**config.mk**
```make
export PLATFORM = sky130hd
export DESIGN_NAME = generational_slot_allocator_unit
export DESIGN_NICKNAME = d
export VERILOG_FILES = /design/src/sv/gsa_pkg.sv /design/src/sv/generational_slot_allocator_unit.sv
export SDC_FILE = /design/constraint.sdc
export NUM_CORES = 2
export LEC_CHECK = 0
export ABC_AREA = 1
export ABC_CLOCK_PERIOD_IN_PS = 6300
export BUFFER_PORTS_ARGS = -buffer_cell sky130_fd_sc_hd__buf_2
export CAP_MARGIN = 20
export CORE_MARGIN = 3
export CORE_UTILIZATION = 31
export CTS_CLUSTER_DIAMETER = 80
export CTS_CLUSTER_SIZE = 10
export DETAILED_ROUTE_END_ITERATION = 16
export PLACE_DENSITY = 0.51
export SYNTH_ARGS = -nofsm -noshare
export SYNTH_HDL_FRONTEND = slang
export SYNTH_SLANG_ARGS = --single-unit
```
**constraint.sdc**
```tcl
create_clock -name aclk -period 6.3 [get_ports aclk]
set_clock_uncertainty 0.15 [all_clocks]
set_input_delay 1.26 -clock aclk [delete_from_list [all_inputs] [get_ports aclk]]
set_output_delay 1.26 -clock aclk [all_outputs]
set_load 0.01 [all_outputs]
```
**src/sv/gsa_pkg.sv**
```systemverilog
// Shared constants, operation and status codes, and transfer types of the slot allocator.
package gsa_pkg;

    // Built capacity and handle widths.
    localparam int MAX_SLOTS = 64;
    localparam int GEN_BITS  = 16;
    localparam int IDX_W     = $clog2(MAX_SLOTS);
    localparam int CNT_W     = $clog2(MAX_SLOTS + 1);
    localparam int KIND_W    = 3;
    localparam int STATUS_W  = 2;

    // Operation codes carried in the kind field.
    localparam logic [KIND_W-1:0] KIND_INIT    = 3'd0;
    localparam logic [KIND_W-1:0] KIND_CREATE  = 3'd1;
    localparam logic [KIND_W-1:0] KIND_LOOKUP  = 3'd2;
    localparam logic [KIND_W-1:0] KIND_DESTROY = 3'd3;
    localparam logic [KIND_W-1:0] KIND_TICK    = 3'd4;

    // Status codes returned with every result.
    localparam logic [STATUS_W-1:0] STATUS_OK      = 2'd0;
    localparam logic [STATUS_W-1:0] STATUS_NO_FREE = 2'd1;
    localparam logic [STATUS_W-1:0] STATUS_INVALID = 2'd2;

    // One request on the input channel.
    typedef struct packed {
        logic [KIND_W-1:0]   kind;
        logic [IDX_W-1:0]    slot_index;
        logic [GEN_BITS-1:0] handle_generation;
    } slot_req_t;

    // One result on the output channel.
    typedef struct packed {
        logic [STATUS_W-1:0] status;
        logic [IDX_W-1:0]    granted_index;
        logic [GEN_BITS-1:0] granted_generation;
        logic                handle_live;
    } slot_rsp_t;

endpackage

```
**src/sv/generational_slot_allocator_unit.sv**
```systemverilog
// Generational handle table: free stack, generation memory, destroy queue and sequencer.
//
// Usage: requests arrive on s_valid/s_ready/s_data, one result per request leaves on
// m_valid/m_ready/m_data. cfg_we/cfg_wdata write the slot count; it takes effect at the
// next initialize request. A small sequencer steps one shared set of memories, each with
// one read and one write port (free stack, generations, destroy queue), so one request is
// in flight at a time and s_ready is high only while the sequencer is idle.
// Lookup and destroy read the generation and then check the handle; create reads the
// stack, then the generation; create on an empty stack and unused kinds go straight to
// the result. Tick reads each queue entry and then pushes it. Initialize sweeps every
// built slot, one a cycle. The next request is accepted at the earliest in the cycle
// after m_valid rises. Reset clears the control state and then runs the same sweep
// with s_ready low; it produces no result. A finished result sits in the output
// register while a new request is accepted; when the receiver stalls, the next
// finished result waits in the sequencer until the output register is free.
module generational_slot_allocator_unit (
    input  logic                     aclk,
    input  logic                     aresetn,
    input  logic                     s_valid,
    output logic                     s_ready,
    input  gsa_pkg::slot_req_t       s_data,
    output logic                     m_valid,
    input  logic                     m_ready,
    output gsa_pkg::slot_rsp_t       m_data,
    input  logic                     cfg_we,
    input  logic [gsa_pkg::CNT_W-1:0] cfg_wdata
);
    import gsa_pkg::*;

    // Sequencer states.
    localparam logic [2:0] ST_IDLE    = 3'd0;
    localparam logic [2:0] ST_SWEEP   = 3'd1;
    localparam logic [2:0] ST_CHECK   = 3'd2;
    localparam logic [2:0] ST_POP     = 3'd3;
    localparam logic [2:0] ST_GRANT   = 3'd4;
    localparam logic [2:0] ST_TICK_RD = 3'd5;
    localparam logic [2:0] ST_TICK_WR = 3'd6;
    localparam logic [2:0] ST_DONE    = 3'd7;

    localparam logic [CNT_W-1:0] CNT_MAX = CNT_W'(MAX_SLOTS);
    localparam logic [CNT_W-1:0] CNT_ONE = CNT_W'(1);

    // Control state.
    logic [2:0]           state_reg, state_next;
    logic [CNT_W-1:0]     slots_cfg_reg;
    logic [CNT_W-1:0]     active_reg, active_next;
    logic [CNT_W-1:0]     free_count_reg, free_count_next;
    logic [CNT_W-1:0]     destroy_count_reg, destroy_count_next;
    logic [CNT_W-1:0]     sweep_idx_reg, sweep_idx_next;
    logic                 init_reply_reg, init_reply_next;
    logic [MAX_SLOTS-1:0] slot_occupied_reg, slot_occupied_next;
    logic [MAX_SLOTS-1:0] slot_queued_reg, slot_queued_next;
    logic                 m_valid_reg, m_valid_next;

    // Payload state.
    slot_req_t            req_reg, req_next;
    slot_rsp_t            result_reg, result_next;
    slot_rsp_t            m_data_reg, m_data_next;
    logic [CNT_W-1:0]     tick_idx_reg, tick_idx_next;

    // Memories and their registered read data.
    logic [GEN_BITS-1:0]  gen_mem_reg [MAX_SLOTS];
    logic [IDX_W-1:0]     stack_mem_reg [MAX_SLOTS];
    logic [IDX_W-1:0]     dq_mem_reg [MAX_SLOTS];
    logic [GEN_BITS-1:0]  gen_rd_reg;
    logic [IDX_W-1:0]     stack_rd_reg;
    logic [IDX_W-1:0]     dq_rd_reg;

    // Memory port controls.
    logic                 gen_we, stack_we, dq_we;
    logic [IDX_W-1:0]     gen_wa, gen_ra, stack_wa, stack_ra, dq_wa, dq_ra;
    logic [GEN_BITS-1:0]  gen_wd;
    logic [IDX_W-1:0]     stack_wd, dq_wd;

    logic [CNT_W-1:0]     clamped_slots;
    logic                 handle_ok;

    assign s_ready = (state_reg == ST_IDLE);
    assign m_valid = m_valid_reg;
    assign m_data  = m_data_reg;

    // The configured count limited to the built range.
    always_comb begin
        priority if (slots_cfg_reg == '0) begin
            clamped_slots = CNT_ONE;
        end else if (slots_cfg_reg > CNT_MAX) begin
            clamped_slots = CNT_MAX;
        end else begin
            clamped_slots = slots_cfg_reg;
        end
    end

    // Handle check against the generation read for the latched request.
    assign handle_ok = (CNT_W'(req_reg.slot_index) < active_reg)
                    && (gen_rd_reg == req_reg.handle_generation)
                    && slot_occupied_reg[req_reg.slot_index]
                    && !slot_queued_reg[req_reg.slot_index];

    // Sequencer next-state and memory port selection.
    always_comb begin
        state_next         = state_reg;
        active_next        = active_reg;
        free_count_next    = free_count_reg;
        destroy_count_next = destroy_count_reg;
        sweep_idx_next     = sweep_idx_reg;
        init_reply_next    = init_reply_reg;
        slot_occupied_next = slot_occupied_reg;
        slot_queued_next   = slot_queued_reg;
        m_valid_next       = m_valid_reg;
        req_next           = req_reg;
        result_next        = result_reg;
        m_data_next        = m_data_reg;
        tick_idx_next      = tick_idx_reg;

        gen_we   = 1'b0;
        gen_wa   = req_reg.slot_index;
        gen_wd   = gen_rd_reg + GEN_BITS'(1);
        gen_ra   = s_data.slot_index;
        stack_we = 1'b0;
        stack_wa = free_count_reg[IDX_W-1:0];
        stack_wd = dq_rd_reg;
        stack_ra = IDX_W'(free_count_reg - CNT_ONE);
        dq_we    = 1'b0;
        dq_wa    = destroy_count_reg[IDX_W-1:0];
        dq_wd    = req_reg.slot_index;
        dq_ra    = tick_idx_reg[IDX_W-1:0];

        // The receiver takes the current result.
        if (m_valid_reg && m_ready) begin
            m_valid_next = 1'b0;
        end

        unique case (state_reg)
            ST_IDLE: begin
                if (s_valid) begin
                    req_next      = s_data;
                    result_next   = '0;
                    tick_idx_next = '0;
                    unique case (s_data.kind)
                        KIND_INIT: begin
                            active_next        = clamped_slots;
                            free_count_next    = clamped_slots;
                            destroy_count_next = '0;
                            slot_occupied_next = '0;
                            slot_queued_next   = '0;
                            sweep_idx_next     = '0;
                            init_reply_next    = 1'b1;
                            state_next         = ST_SWEEP;
                        end
                        KIND_CREATE: begin
                            if (free_count_reg == '0) begin
                                result_next.status = STATUS_NO_FREE;
                                state_next         = ST_DONE;
                            end else begin
                                state_next = ST_POP;
                            end
                        end
                        KIND_LOOKUP, KIND_DESTROY: begin
                            state_next = ST_CHECK;
                        end
                        KIND_TICK: begin
                            state_next = ST_TICK_RD;
                        end
                        default: begin
                            state_next = ST_DONE;
                        end
                    endcase
                end
            end

            // Rebuild: identity free stack and zero generations, one slot a cycle.
            ST_SWEEP: begin
                gen_we   = 1'b1;
                gen_wa   = sweep_idx_reg[IDX_W-1:0];
                gen_wd   = '0;
                stack_we = 1'b1;
                stack_wa = sweep_idx_reg[IDX_W-1:0];
                stack_wd = sweep_idx_reg[IDX_W-1:0];
                if (sweep_idx_reg == CNT_MAX - CNT_ONE) begin
                    init_reply_next = 1'b0;
                    state_next      = init_reply_reg ? ST_DONE : ST_IDLE;
                end else begin
                    sweep_idx_next = sweep_idx_reg + CNT_ONE;
                end
            end

            // Lookup reports the check; destroy also bumps the generation and queues.
            ST_CHECK: begin
                if (req_reg.kind == KIND_LOOKUP) begin
                    if (handle_ok) begin
                        result_next.handle_live = 1'b1;
                    end else begin
                        result_next.status = STATUS_INVALID;
                    end
                end else begin
                    if (!handle_ok || destroy_count_reg >= CNT_MAX) begin
                        result_next.status = STATUS_INVALID;
                    end else begin
                        gen_we = 1'b1;
                        dq_we  = 1'b1;
                        slot_queued_next[req_reg.slot_index] = 1'b1;
                        destroy_count_next = destroy_count_reg + CNT_ONE;
                    end
                end
                state_next = ST_DONE;
            end

            // The popped index is granted; its generation is read next.
            ST_POP: begin
                free_count_next                 = free_count_reg - CNT_ONE;
                slot_occupied_next[stack_rd_reg] = 1'b1;
                slot_queued_next[stack_rd_reg]   = 1'b0;
                gen_ra                          = stack_rd_reg;
                result_next.granted_index       = stack_rd_reg;
                state_next                      = ST_GRANT;
            end

            ST_GRANT: begin
                result_next.granted_generation = gen_rd_reg;
                state_next                     = ST_DONE;
            end

            // Drain: read the next queue entry, or finish when the queue is empty.
            ST_TICK_RD: begin
                if (tick_idx_reg < destroy_count_reg) begin
                    state_next = ST_TICK_WR;
                end else begin
                    destroy_count_next = '0;
                    state_next         = ST_DONE;
                end
            end

            // Release the queued slot and push it back onto the free stack.
            ST_TICK_WR: begin
                slot_occupied_next[dq_rd_reg] = 1'b0;
                slot_queued_next[dq_rd_reg]   = 1'b0;
                if (free_count_reg < CNT_MAX) begin
                    stack_we        = 1'b1;
                    free_count_next = free_count_reg + CNT_ONE;
                end
                tick_idx_next = tick_idx_reg + CNT_ONE;
                state_next    = ST_TICK_RD;
            end

            // Hand the result to the output register once it is free.
            ST_DONE: begin
                if (!m_valid_reg || m_ready) begin
                    m_valid_next = 1'b1;
                    m_data_next  = result_reg;
                    state_next   = ST_IDLE;
                end
            end

            default: begin
                state_next = ST_IDLE;
            end
        endcase
    end

    // Control registers.
    always_ff @(posedge aclk) begin
        if (!aresetn) begin
            state_reg         <= ST_SWEEP;
            slots_cfg_reg     <= CNT_MAX;
            active_reg        <= CNT_MAX;
            free_count_reg    <= CNT_MAX;
            destroy_count_reg <= '0;
            sweep_idx_reg     <= '0;
            init_reply_reg    <= 1'b0;
            slot_occupied_reg <= '0;
            slot_queued_reg   <= '0;
            m_valid_reg       <= 1'b0;
        end else begin
            state_reg         <= state_next;
            active_reg        <= active_next;
            free_count_reg    <= free_count_next;
            destroy_count_reg <= destroy_count_next;
            sweep_idx_reg     <= sweep_idx_next;
            init_reply_reg    <= init_reply_next;
            slot_occupied_reg <= slot_occupied_next;
            slot_queued_reg   <= slot_queued_next;
            m_valid_reg       <= m_valid_next;
            if (cfg_we) begin
                slots_cfg_reg <= cfg_wdata;
            end
        end
    end

    // Payload registers.
    always_ff @(posedge aclk) begin
        req_reg      <= req_next;
        result_reg   <= result_next;
        m_data_reg   <= m_data_next;
        tick_idx_reg <= tick_idx_next;
    end

    // Generation memory.
    always_ff @(posedge aclk) begin
        if (gen_we) begin
            gen_mem_reg[gen_wa] <= gen_wd;
        end
        gen_rd_reg <= gen_mem_reg[gen_ra];
    end

    // Free stack memory.
    always_ff @(posedge aclk) begin
        if (stack_we) begin
            stack_mem_reg[stack_wa] <= stack_wd;
        end
        stack_rd_reg <= stack_mem_reg[stack_ra];
    end

    // Destroy queue memory.
    always_ff @(posedge aclk) begin
        if (dq_we) begin
            dq_mem_reg[dq_wa] <= dq_wd;
        end
        dq_rd_reg <= dq_mem_reg[dq_ra];
    end

`ifndef NO_ASSERTIONS
    // A queued slot is always still occupied.
    a_queued_occupied: assert property (@(posedge aclk) disable iff (!aresetn)
        (slot_queued_reg & ~slot_occupied_reg) == '0)
        else $error("queued slot is not occupied");

    // Between requests the queue length matches the queued flags.
    a_queue_count: assert property (@(posedge aclk) disable iff (!aresetn)
        (state_reg == ST_IDLE) |-> ($countones(slot_queued_reg) == int'(destroy_count_reg)))
        else $error("destroy count disagrees with queued slots");

    // Between requests every managed slot is either free or occupied.
    a_slot_balance: assert property (@(posedge aclk) disable iff (!aresetn)
        (state_reg == ST_IDLE)
        |-> ((int'(free_count_reg) + $countones(slot_occupied_reg)) == int'(active_reg)))
        else $error("free and occupied slots do not add up");

    // The free count never exceeds the managed slot count.
    a_free_bound: assert property (@(posedge aclk) disable iff (!aresetn)
        free_count_reg <= active_reg)
        else $error("free count above managed slot count");
`endif

endmodule
```
== After elaboration in Yosys (flattened, before gate mapping) ==
Memory sizes are Yosys's and may differ from the RTL's. A register that Yosys moved wholly into a read port is not among the register bits.
Cells that the tools add are included.

* Memories kept: 3
* Register bits after elaboration: 250
* Logic and storage cells: 193
* Output and inout port bits: 27
* ROM bits: 0
* Bits in latches: 0
* Memory bits (writable): 1792

{| class="wikitable"
|+ Memories
! name !! depth !! width !! read ports !! clocked after Yosys merged registers in !! wr ports !! RTL line !! text
|-
| gen_mem_reg || 64 || 16 || 1 || 1 || 1 || generational_slot_allocator_unit.sv:62 || <nowiki>logic [GEN_BITS-1:0] gen_mem_reg [MAX_SLOTS];</nowiki>
|-
| dq_mem_reg || 64 || 6 || 1 || 1 || 1 || generational_slot_allocator_unit.sv:64 || <nowiki>logic [IDX_W-1:0] dq_mem_reg [MAX_SLOTS];</nowiki>
|-
| stack_mem_reg || 64 || 6 || 1 || 1 || 1 || generational_slot_allocator_unit.sv:63 || <nowiki>logic [IDX_W-1:0] stack_mem_reg [MAX_SLOTS];</nowiki>
|}

* Multipliers: 0
* Multiplexer cells: 76
* Add/sub/neg operators: 6
* Divide/modulo/power cells: 0
* Reduce and logical (&&, ||, !) cells: 41
* Bitwise logic cells: 7
* $lt $le $gt $ge: 11
* Shift-type cells: 0
* Equal/unequal tests: 27

{| class="wikitable"
|+ Operators with widths
! cell !! number
|-
| 64-bit 2-to-1 mux || 4
|-
| 64-bit case mux with 4 select lines || 1
|-
| 64-bit AND || 3
|-
| 64-bit case mux with 3 select lines || 1
|-
| 64-bit NOT || 2
|-
| 64-bit OR || 2
|-
| 7-bit 2-to-1 mux || 12
|-
| 7-bit case mux with 3 select lines || 2
|-
| 16-bit case mux with 2 select lines || 1
|-
| 7-bit by 1-bit adder with 7-bit output (second input constant) || 4
|-
| 7-bit case mux with 2 select lines || 2
|-
| 1-bit 2-to-1 mux || 26
|-
| 25-bit 2-to-1 mux || 1
|-
| 6-bit 2-to-1 mux || 4
|-
| 6-bit by 7-bit < comparator with 1-bit output (second input constant) || 3
|-
| 3-bit case mux with 7 select lines || 1
|-
| 2-bit != test (second input constant) || 10
|-
| 4-bit AND reduction || 5
|-
| 1-bit demux with 6-bit select || 3
|-
| 6-bit by 1-bit >= comparator with 1-bit output (second input constant) || 3
|-
| 16-bit by 1-bit adder with 16-bit output (second input constant) || 1
|-
| 16-bit == test || 1
|-
| 16-bit 2-to-1 mux || 1
|-
| 3-bit by 2-bit == test with 1-bit output (second input constant) || 5
|-
| 31 further kinds || 70
|}

== Depth between registers and ports, before layout ==
* Word-level depth: 11
* Gate-level depth with buffers: 19
* Gate-level depth less buffers: 17

== Worst setup path before layout ==
OpenSTA, ideal clock, no wires.

* Path type: register to register
* From: reg gen_rd_reg[2], read port of gen_mem_reg
* To: mem gen_mem_reg[0][13], data pin
* Buffers on the path: 0
* Period minus slack after synthesis: 4.817 ns
* Stages on the path, launching flop included: 13
* Setup slack: 1.483 ns
* Data required time: 5.469 ns
* Arrival time: 3.985 ns
* Cell sequence: dfxtp_1 > inv_1 > nor3_1 > nand2_1 > nor2_1 > nand2_1 > nor2_1 > nand2_1 > nor3_1 > nand2_1 > nor2_1 > nor2_1 > nor3_1

* Longest elaborated chain between the ends: 2

{| class="wikitable"
|+ Ends and longest elaborated chain
! what !! RTL line !! text
|-
| from (decl) || generational_slot_allocator_unit.sv:65 || <nowiki>logic [GEN_BITS-1:0] gen_rd_reg;</nowiki>
|-
| 16-bit by 1-bit adder with 16-bit output || generational_slot_allocator_unit.sv:117 || <nowiki>gen_wd = gen_rd_reg + GEN_BITS'(1);</nowiki>
|-
| 16-bit 2-to-1 mux || generational_slot_allocator_unit.sv:133 || <nowiki>unique case (state_reg)</nowiki>
|-
| via gen_wd[13] || generational_slot_allocator_unit.sv:72 || <nowiki>logic [GEN_BITS-1:0] gen_wd;</nowiki>
|-
| to (decl) || generational_slot_allocator_unit.sv:62 ||
|}

The timed path passes the listed nets, and every way through them passes these cells.

== Worst setup path after layout ==
* From: reg req_reg (netlist bit dq_wd[2])
* To: mem gen_mem_reg[59][11] (enable)

* Longest elaborated chain between the ends: 11

{| class="wikitable"
|+ Ends and longest elaborated chain
! what !! RTL line !! text
|-
| from (decl) || generational_slot_allocator_unit.sv:56 || <nowiki>slot_req_t req_reg, req_next;</nowiki>
|-
| from (signal assigned) || generational_slot_allocator_unit.sv:291 || <nowiki>req_reg <= req_next;</nowiki>
|-
| 1-bit binary-select mux with 6-bit select (tied with other cells) || generational_slot_allocator_unit.sv:96 || <nowiki>&& slot_occupied_reg[req_reg.slot_index]</nowiki>
|-
| 1-bit 2-to-1 mux (not written as such) (tied with other cells) || generational_slot_allocator_unit.sv:96 ||
|-
| 1-bit logical AND or 1-bit logical NOT (tied branches) || generational_slot_allocator_unit.sv:96, generational_slot_allocator_unit.sv:97 ||
|-
| 1-bit logical AND || generational_slot_allocator_unit.sv:97 || <nowiki>&& !slot_queued_reg[req_reg.slot_index];</nowiki>
|-
| 1-bit logical NOT || generational_slot_allocator_unit.sv:196 || <nowiki>if (!handle_ok || destroy_count_reg >= CNT_MAX) begin</nowiki>
|-
| 1-bit logical OR || generational_slot_allocator_unit.sv:196 ||
|-
| 1-bit 2-to-1 mux || generational_slot_allocator_unit.sv:196 ||
|-
| 1-bit 2-to-1 mux || generational_slot_allocator_unit.sv:189 || <nowiki>if (req_reg.kind == KIND_LOOKUP) begin</nowiki>
|-
| 1-bit case mux with 2 select lines || generational_slot_allocator_unit.sv:133 ||
|-
| 1-bit 2-to-1 mux || generational_slot_allocator_unit.sv:299 || <nowiki>if (gen_we) begin</nowiki>
|-
| 1-bit 2-to-1 mux (not written as such) || generational_slot_allocator_unit.sv:300 || <nowiki>gen_mem_reg[gen_wa] <= gen_wd;</nowiki>
|}

Parallel ways exist; a longest one is shown, timed or not. The select of a mux whose other input is x is not followed.

==> flow_summary.toml <==
[routing]
drt-initial-drc-count = 6907
ant_nets = 0
drc = 0
routedWlPerCell_microns = 23.7
num_vias = 61400
wl_microns = 275000
dr.pass1.iters = 6
avgViaCountPerCell = 5.28

[critical_path]
start_kind = "register"
crit_path_end_kind = "register"
critPathMaxFanout = 27
critPathArrivalTime_ns = 5.56
regToRegSetupSlack_ns = 1.15
worstPathRequired_ns = 6.70
worstSetupPathType = "register to register"

[sta]
period_share_pct = 81.8
period_needed_ns = 5.15
hold_viol = 0
worstMarginPinSlew_ns = 1.20
slew_violations = 0
hold_ws_ns = 0.274
slew_headroom_pct = 18.9
rsz0062_at_grt = "false"
setup_tns_ns = 0
setup_viol = 0
fmaxAchievable_mhz = 194

[hold_path]
hp-class = "register to register"

[flow_run]
max_cap_violations = 0

[finish]
layout-drive-gt1-share_pct = 8.06
nNetsFinal = 7841
multi_input_area_sq_um = 24000
layout_common_cells = "edfxtp_1 (1874), nor2_1 (1483), o21ai_0 (1003)"
fill_cells = 27400
area_growth_pct = 13.3
final_common_cell = "edfxtp_1"
largest_register_ffs = 1024
layout.area.seq_sq_um = 60200

[synthesis]
ys_seq_elements = 2070
syn_inst = 7776
synth-edff-count = 1874
syn_area_sq_um = 87300
async_flop_share_pct = 0
postSynthAreaPerCell_sq_um = 11.2
ys_seq_area_share_pct = 68.9
syn_nets = 7831
synth_flop_cell = "edfxtp_1"
synthDistinctLibCells = 44
ys_warn_count = 0

[placed_design]
gp_congestion = 0.907
io_buffers = 63
dp_hpwl_microns = 170000

[global_routing]
grt_use_total_pct = 18.5
grt_pass1_wl_microns = 402000
grt-ovfl-total = 0
grt_pass1_vias = 59100
grt_use_met1_pct = 24.8
use_met3_pct = 2.93
antenna_found_initial = 7
grt_max_degree = 157
top_usage_layer = "met2"
grtUsageMet2_pct = 30.3

[clock_network]
clock_path_buffers = 4
clkSlewWorstSetupHoldPaths_ns = 0.06
htree_levels = 4
clk-insertion-delay-late_ns = 0.94
clock-root-buffer = "clkbuf_16"
ctsHoldBuffers = 0
cts.sinks = 2070
cts_resized = 0
cts_tree = "yes"
cts_setup_buffers = 0
cts_buffers = 235

[power_and_ir_drop]
switching_share_pct = 36.8
power_density_nw_per_um2 = 430
leakage_nw = 32.4
switchingPower_mw = 15.6
pwr-share-comb_pct = 29.8
seqPwrFrac_pct = 41.9
max-vdd-ir-drop_uv = 291
p_int_mw = 26.9
clkPwrFrac_pct = 28.4

[floorplan]
core_area_sq_um = 280000
rows = 194
dieArea_sq_um = 288000
initial_utilization_pct = 31.2
boundaryPins = 64
die-height_microns = 537
fp.dieW_microns = 537

[status]
outcome = "complete, no violations"
-- power groups by stage --
stage | clock network, mW | registers, mW | logic (mW)
floorplan | 0 | 18.1 | 6.52
CTS | 12.3 | 17.8 | 12.7
detailed placement | 0 | 18.1 | 12.7
finish | 12.1 | 17.8 | 12.7
global placement | 0 | 18.1 | 12.6
global route | 12.9 | 17.9 | 13.5
-- worst max-delay path, cell delays in order, from the launching register on --
cell      delay, ns
edfxtp_1       0.51
buf_4          0.34
inv_2          0.26
nor2_2         0.19
buf_4          0.28
nand3_1        0.09
nand2_1        0.05
nor2_1         0.13
nor2_1         0.06
nor2_1         0.22
nand2_1        0.08
nor2_1         0.12
nand2_1        0.08
nor2_1         0.23
nand4_1        0.34
nand2_2        0.40
nand2_1        0.28
nor2_1         0.63
buf_4          0.29
-- cell families after synthesis --
family / after synthesis / share of synthesized area, %
buffers and inverters: 883 / 4.06
AND/OR/NAND/NOR: 2780 / 12.8
adder cells (fa/ha/maj): 18 / 0.258
XOR/XNOR: 14 / 0.140
flip-flops: 2070 / 68.9
AO/OA/AOI/OAI: 1964 / 13.3
multiplexers: 47 / 0.539
-- cell usage after synthesis, drive strengths merged (23+ instances only) --
cell	number	area [sq um]
a21oi	264	1320
a31oi	50	313
buf	133	729
clkbuf	377	1420
dfxtp	196	3920
edfxtp	1874	56300
inv	364	1370
mux2i	47	470
nand2	783	2950
nand3	342	1720
nand4	23	144
nor2	1504	5660
nor3	105	557
o211ai	335	2510
o21ai	1014	5080
o221ai	85	744
o22ai	106	663
o32ai	92	806
-- worst paths after layout --
| path | from | end | cells past startpoint |
|---|---|---|---|
| hold / removal | result_reg[6] | m_data[6] | 0 |
| hold reg to reg | result_reg[6] | m_data[6] | 0 |
| setup reg to reg | dq_wd[2] | gen_mem_reg[59][11] | 18 |
| setup / recovery | dq_wd[2] | gen_mem_reg[59][11] | 18 |
-- through the flow --
stage | cell area (sq um) | utilization, % | power (mW) | worst slack, ns | cells
global route | 99000 | 35.4 | 44.3 | 0.816 | 11600
global placement | 92400 | 33.0 | 30.7 | 1.11 | 11300
finish | 99000 | 35.4 | 42.5 | 1.15 | 11600
detailed placement | 92500 | 33.0 | 30.8 | 1.11 | 11300
floorplan | 87300 | - | 24.6 | 1.48 | 7776
CTS | 98900 | 35.3 | 42.9 | 1.11 | 11600
-- final cells by class --
cell class,count,area share [%]
Antenna cell,12,0.0303
Clock buffer,325,6.38
Clock inverter,7,0.115
Inverter,373,1.43
Multi-Input combinational cell,4823,24.2
Sequential cell,2070,60.8
Tap cell,3724,4.71
Timing Repair Buffer,283,2.27
-- routing by layer --
metal	vias up	part of all wire (%)
met5	-	0
met4	0	3.4
met3	458	7.0
met2	2368	48
met1	30500	42
li1	28000	-
Note: power is estimated with default switching activity, not from simulation.
